==> src/sv/memory_request_queue_core_defines.svh <==
// Assertion macros for the memory request queue core.
// Clocked on clk and disabled while arst_n is low; empty when SYNTH is defined.
`ifndef MEMORY_REQUEST_QUEUE_CORE_DEFINES_SVH
`define MEMORY_REQUEST_QUEUE_CORE_DEFINES_SVH
`ifndef SYNTH
`define MRQ_ASSERT_NOW(lbl, ante, cons) \
	lbl: assert property (@(posedge clk) disable iff (!arst_n) (ante) |-> (cons)) \
	else $error("assertion failed");
`define MRQ_ASSERT_NEXT(lbl, ante, cons) \
	lbl: assert property (@(posedge clk) disable iff (!arst_n) (ante) |=> (cons)) \
	else $error("assertion failed");
`else
`define MRQ_ASSERT_NOW(lbl, ante, cons)
`define MRQ_ASSERT_NEXT(lbl, ante, cons)
`endif
`endif

==> src/sv/mrq_pkg.sv <==
// Shared types and codes of the memory request queue core.
// No dependencies.
package mrq_pkg;

	typedef struct packed {
		logic [15:0] tag;
		logic [3:0]  requestor;
		logic [3:0]  bank;
		logic [31:0] arrive_time;
		logic        is_write;
	} entry_t;

	localparam int SLOT_IDX_MAX_W = 6;

	typedef struct packed {
		logic                      alloc;
		logic                      inc;
		logic                      dec;
		logic [SLOT_IDX_MAX_W-1:0] slot;
		logic [3:0]                owner;
	} slot_upd_t;

	typedef enum logic [1:0] {
		MEM_GEN,
		MEM_SLOT,
		MEM_WR
	} mem_sel_t;

	localparam logic [3:0] OP_INSERT   = 4'd0;
	localparam logic [3:0] OP_SEL_GEN  = 4'd1;
	localparam logic [3:0] OP_SEL_SLOT = 4'd2;
	localparam logic [3:0] OP_PEEK_GEN = 4'd3;
	localparam logic [3:0] OP_PEEK_SLOT = 4'd4;
	localparam logic [3:0] OP_REMOVE   = 4'd5;
	localparam logic [3:0] OP_EARLIEST = 4'd6;
	localparam logic [3:0] OP_SIZE     = 4'd7;
	localparam logic [3:0] OP_DRAIN    = 4'd8;
	localparam logic [3:0] OP_WR_PEEK  = 4'd9;
	localparam logic [3:0] OP_WR_REMOVE = 4'd10;

	localparam logic [1:0] ST_OK    = 2'd0;
	localparam logic [1:0] ST_EMPTY = 2'd1;
	localparam logic [1:0] ST_FULL  = 2'd2;
	localparam logic [1:0] ST_RANGE = 2'd3;

	localparam logic [1:0] CFG_PER_REQ = 2'd0;
	localparam logic [1:0] CFG_WR_QUEUE = 2'd1;
	localparam logic [1:0] CFG_HWM     = 2'd2;

	localparam logic [5:0] HWM_RESET = 6'd20;

endpackage

==> src/sv/mrq_slot_map.sv <==
// Requestor slot map: owner table, slot count and per-slot fill counts.
// Depends on mrq_pkg.
module mrq_slot_map #(
	parameter int SLOTS = 16,
	parameter int SLOT_DEPTH = 32
) (
	input  logic              clk,
	input  logic              arst_n,
	input  logic [3:0]        requestor,
	input  logic [(SLOTS > 1 ? $clog2(SLOTS) : 1)-1:0] fill_slot,
	input  mrq_pkg::slot_upd_t upd,
	output logic              hit,
	output logic [(SLOTS > 1 ? $clog2(SLOTS) : 1)-1:0] hit_slot,
	output logic [$clog2(SLOTS+1)-1:0] owners,
	output logic [$clog2(SLOT_DEPTH+1)-1:0] fill
);
	localparam int SL_W = SLOTS > 1 ? $clog2(SLOTS) : 1;
	localparam int OA_W = $clog2(SLOTS+1);
	localparam int SF_W = $clog2(SLOT_DEPTH+1);

	logic [3:0]      owner_q [SLOTS];
	logic [SF_W-1:0] fill_q [SLOTS];
	logic [OA_W-1:0] owners_q;
	logic [SL_W-1:0] upd_slot;

	assign upd_slot = upd.slot[SL_W-1:0];
	assign owners = owners_q;
	assign fill = fill_q[fill_slot];

	always_comb begin
		hit = 1'b0;
		hit_slot = '0;
		for (int i = SLOTS - 1; i >= 0; i--) begin
			if (OA_W'(i) < owners_q && owner_q[i] == requestor) begin
				hit = 1'b1;
				hit_slot = SL_W'(i);
			end
		end
	end

	always_ff @(posedge clk or negedge arst_n) begin
		if (!arst_n) begin
			owners_q <= '0;
			for (int i = 0; i < SLOTS; i++)
				fill_q[i] <= '0;
		end else begin
			if (upd.alloc) begin
				owners_q <= owners_q + 1'b1;
			end
			if (upd.inc)
				fill_q[upd_slot] <= fill_q[upd_slot] + 1'b1;
			else if (upd.dec)
				fill_q[upd_slot] <= fill_q[upd_slot] - 1'b1;
		end
	end

	always_ff @(posedge clk) begin
		if (upd.alloc)
			owner_q[owners_q[SL_W-1:0]] <= upd.owner;
	end

endmodule

==> config.mk <==
export PLATFORM = sky130hd
export DESIGN_NAME = mrq_slot_map
export DESIGN_NICKNAME = d
export VERILOG_FILES = /design/src/sv/memory_request_queue_core_defines.svh /design/src/sv/mrq_pkg.sv /design/src/sv/mrq_slot_map.sv
export SDC_FILE = /design/constraint.sdc
export NUM_CORES = 1
export LEC_CHECK = 0
export BUFFER_PORTS_ARGS = -buffer_cell sky130_fd_sc_hd__buf_2
export CAP_MARGIN = 10
export CORE_MARGIN = 4
export CORE_UTILIZATION = 55
export DETAILED_ROUTE_END_ITERATION = 8
export GPL_ROUTABILITY_DRIVEN = 0
export PLACE_DENSITY = 0.73
export SYNTH_ARGS = -nofsm -noshare
export SYNTH_HDL_FRONTEND = slang
export SYNTH_SLANG_ARGS = --single-unit
==> constraint.sdc <==
create_clock -name clk -period 7.2 [get_ports clk]
set_clock_uncertainty 0.1 [all_clocks]
set_input_delay 1.44 -clock clk [delete_from_list [all_inputs] [get_ports clk]]
set_output_delay 1.44 -clock clk [all_outputs]
set_load 0.02 [all_outputs]
Word level (Yosys, flattened, before mapping)
Memory sizes are Yosys's and may differ from the RTL's.
Index checks and enable logic that the tools add are counted.
- $lt $le $gt $ge: 19
- multiplexer cells: 46
- add/sub/neg operators: 3
- bitwise gates (word level): 2
- reductions and logical operators: 18
- equality and inequality tests: 16
- operators with widths (kind ; count):
    bitwise mux 96 bit ; 2
    two-way mux 96 bit ; 2
    equality test 4 bit ; 16
    two-way mux 4 bit ; 16
    binary-select mux 6 bit (select 4 bit) ; 2
    < comparator 4 x 5 -> 1 bit, first input constant ; 8
    two-way mux 6 bit ; 5
    demux 6 bit (select 4 bit) ; 1
    < comparator 3 x 5 -> 1 bit, first input constant ; 4
    two-way mux 1 bit ; 18
    logical AND 1 bit ; 17
    >= comparator 5 bit, second input constant ; 2
    < comparator 1 x 5 -> 1 bit, first input constant ; 2
    < comparator 2 x 5 -> 1 bit, first input constant ; 2
    NOT 4 -> 5 bit ; 2
    adder 6 x 1 -> 6 bit, second input constant ; 1
    subtractor 6 x 1 -> 6 bit, second input constant ; 1
    adder 5 x 1 -> 5 bit, second input constant ; 1
    < comparator 5 x 1 -> 1 bit, second input constant ; 1
    nonzero test 2 bit ; 1
- input port bits: 23
- bits in registers: 101
- output and inout port bits: 16
- memories kept: 1
- word-level logic and storage cells: 122
- bits in writable memories: 64
- memory list (name ; depth ; bits a word ; rd ports ; clocked after memory_dff ; wr ports ; RTL line ; text):
    owner_q ; 16 ; 4 ; 16 ; 0 ; 1 ; mrq_slot_map.sv:21 ; logic [3:0] owner_q [SLOTS];

Logic depth before layout (Yosys ltp)
- depth after elaboration: 18
- depth in mapped cells: 13
- mapped depth without buffers: 10

Worst setup path before layout
Ideal clock, no wire load.
- path kind: in2out
- start point: in requestor[0]
- end point: out hit_slot[3] in the netlist's numbering
- required time: 5.660 ns
- buffers on the path: 2
- arrival time: 3.420 ns
- cell stages on the path: 8
- slack: 2.240 ns
- cell sequence: clkbuf_1 clkbuf_1 xor2_1 nor4_1 a21boi_0 a21oi_1 nand3_1 nor3_1
- cells in the longest elaborated chain, start to end: 18
- elaborated cells between the ends (all ways): 48
- those cells by class: 16 x eq/ne; 16 x mux; 16 x reduce/logical
- RTL lines (item ; RTL line ; text):
    start, declared ; mrq_slot_map.sv:9 ; input logic [3:0] requestor,
    equality test 4 bit ; mrq_slot_map.sv:34 ; if (OA_W'(i) < owners_q && owner_q[i] == requestor) begin
    logical AND 1 bit ; mrq_slot_map.sv:34 ;
    two-way mux 4 bit (15 in series) ; mrq_slot_map.sv:34 ;
    two-way mux 4 bit (*) ; mrq_slot_map.sv:34 ;
    end, declared ; mrq_slot_map.sv:13 ; output logic [(SLOTS > 1 ? $clog2(SLOTS) : 1)-1:0] hit_slot,
Mark *: on every way between the ends. The rest lies on a longest branch, timed or not.

Final worst setup path
- start point: in requestor[2]
- end point: out hit_slot[1] in the netlist's numbering
The elaborated chain is that of the path after synthesis.

==> results.toml <==
[status]
outcome = "complete, no violations"

[drt]
drt-initial-drc-count = 521
avgRoutedWirePerCell_um = 22.6
wirelength_mm = 19.1
num_vias = 5252
first_pass_iters = 5
antenna_left = 0
route.detailed.drc = 0
vias_per_cell = 6.20

[critical_path]
crit_path_max_incr_delay_ps = 550
slowest_stage = "nor4_1"
path_max_fanout = 16
path_class = "in2out"
worst_ep_required_time_ps = 5660
worstPathCellList = "buf_2, xor2_1, nor4_1, a31oi_1, nor4_1, o21ai_0, a21o_1, a21oi_1, buf_2"
critPathBufInv = 2
cp-start-kind = "primary input"
arrival_ps = 3870
cp_top_family = "simple AND/OR/NAND/NOR gates"
end_kind = "output pin"
r2r_slack_ps = 3730

[power_and_ir_drop]
vdd_drop_max_uv = 189
combPwrFrac_pct = 31.3
sw_frac_of_total_pct = 32.9
p_sw_mw = 1.14
intPower_mw = 2.33
power.clock.fraction_pct = 25.1
powerDensity_nw_per_um2 = 370
p_leak_nw = 3.65
power_frac_seq_pct = 43.6

[logic_synthesis]
ys_ff_latch = 165
synth_top_area_cell = "dfrtp_1"
synth_top_cell_area_share_pct = 29.5
postSynthCellCount = 624
ys_types = 50
synth_simple_gate_area_share_pct = 7.67
synth_seq_area_share_pct = 51.9
synthMuxAreaShare_pct = 25.6
yosysWarnings = 0
synth_area_leaders = "dfrtp_1, edfxtp_1, mux4_2"
async_flop_share_pct = 61.2
synth_adder_area_share_pct = 0.876
synth_compound_area_share_pct = 3.72
netlist_area_um2 = 8570
yosys_most_used_dff = "dfrtp_1"
syn_nets = 653
avgSynthCellArea_um2 = 13.7
synth-xor-area-share_pct = 7.65
synth_top_family_by_area = "multiplexers"
synth-edff-count = 64

[grt]
globalRouteOverflowTotal = 0
grt_pass1_wl_mm = 30.9
antenna_found_initial = 0
grt_max_degree = 72
grt_pass1_vias = 5559
gr-usage-all-layers_pct = 22.9

[cts]
numCtsBuffers = 17
cts-resized-gates = 0
ctsHoldBuffers = 0
post_cts_buffers = 0
clk_latency_ps = 430
clock-sinks = 165
cts_root_buf = "clkbuf_16"
cts_max_path_buffers = 2
cts_max_level = 4
cts_tree = "done"
path_clk_slew_ps = 60

[floorplan]
row_count = 45
die_w_um = 133
io_pins = 39
coreArea_um2 = 15200
initial_core_util_pct = 56.3
die_y_um = 133
die_area_um2 = 17600

[final_layout]
multiInputGateArea_um2 = 3900
seq_area_um2 = 4450
drive_gt1_share_pct = 30.7
syn2layout_area_growth_pct = 9.66
fillers = 1171
nets = 675
final_cells = 847
final_core_util_pct = 61.8
antenna_cells = 0
design_area_um2 = 9390

[timing]
setup_viol = 0
fin_crit_sh_pct = 75.2
max_slew.worst_pin.slew_ps = 1170
max_clock_freq_mhz = 185
relSlewSlack_pct = 21.3
hold_viol_final = 0
rsz0062_at_grt = "false"
period_needed_ps = 5410
setup-tns-final_ps = 0
slew_violations = 0
hold_ws_ps = 404

[place]
placed_cell_area_um2 = 8820
dp_hpwl_mm = 12.3
io_buffers = 36
dp.cells = 815

[flow_run]
maxCapViolations = 0

[min_path]
hp-class = "reg2reg"
==> power groups by stage <==
stage	clock (mW)	sequential (mW)	combinational, mW
after global routing	0.927	1.55	1.19
after detailed placement	0	1.52	1.08
after floorplan	0	1.44	0.871
final	0.874	1.52	1.09
after global placement	0	1.49	1.04
after CTS	0.881	1.51	1.09
==> through the flow <==
stage	setup WS (ps)	total power [mW]
2_1_floorplan	2240	2.31
3_3_place_gp	2050	2.53
3_5_place_dp	1940	2.60
4_1_cts	1910	3.48
5_1_grt	1600	3.67
6_report	1790	3.48
==> sequential cells by signal (all words and copies together), names as in the netlist, named ones only <==
| signal | count |
|---|---|
| fill_q | 80 |
| owner_q | 64 |
| owners | 5 |
==> per-layer routing <==
layer	track usage, %	share of wire, %	vias up
met5	0	0	-
met4	6.64	1.7	0
met3	5.10	5.6	31
met2	36.8	49	177
met1	31.9	43	2704
li1	-	-	2340
==> kinds of logic (layout without fill, tap and decap cells) <==
logic type / Yosys count / in the layout
compound gates: 53 / 53
xor+xnor: 74 / 74
fa+ha+maj: 6 / 6
buf+inv: 45 / 80
flops: 165 / 165
mux: 139 / 139
simple gates: 142 / 142
==> synth_stat cells, drive strengths merged, types with 11 or more instances <==
cell type,count
a21oi,19
buf,16
clkbuf,21
dfrtp,101
edfxtp,64
mux2,78
mux4,56
nand2,39
nor2,52
nor3,11
o21ai,17
xnor2,43
xor2,31
==> final cells by class <==
class	instances	share of cell area, %
multi-input cells	414	41.5
clock buffers	20	4.65
repair buffers	40	2.26
inverters	8	0.320
well taps	188	2.50
flip-flops and latches	165	47.4
clock inverters	12	1.41
==> cells in the final DEF (no fill, tap or decap), drive strengths merged, types with 2 or more instances in the layout <==
cell and n:
dfrtp 101, nand4 8, o21ai 17, clkbuf 20, nor2b 3, inv 8
clkinv 4, edfxtp 64, mux2i 5, buf 40, nand2b 4, clkinvlp 6
bufinv 2, nor3b 2, or2 2, a31oi 3, a21oi 19, nand3 9
xor2 31, mux2 78, mux4 56, nor3 11, nor2 52, xnor2 43
nand2 39, nor4 7, a21o 2, ha 6
==> worst reg2reg max path, delay by kind of cell (launching register included) <==
family	cells	cell delay, ps
AO/OA/AOI/OAI	2	230
XOR/XNOR	1	920
adder cells (fa/ha/maj)	1	190
multiplexers	2	820
AND/OR/NAND/NOR	2	510
buffers and inverters	1	240
flip-flops	1	390
==> path summary, 6_finish.rpt <==
| path | startpoint | endpoint | cells past startpoint |
|---|---|---|---|
| setup / recovery | requestor[2] | hit_slot[1] | 9 |
| hold / removal | fill_q[79]$_DFFE_PN0P_ | fill_q[79]$_DFFE_PN0P_ | 2 |
| setup reg to reg | flop | fill_q[64]$_DFFE_PN0P_ | 9 |
| hold reg to reg | fill_q[79]$_DFFE_PN0P_ | fill_q[79]$_DFFE_PN0P_ | 2 |
| max in group asynchronous | arst_n | fill_q[52]$_DFFE_PN0P_ | 2 |
| min in group asynchronous | arst_n | fill_q[71]$_DFFE_PN0P_ | 1 |
Power figures use the tool's default switching activity.
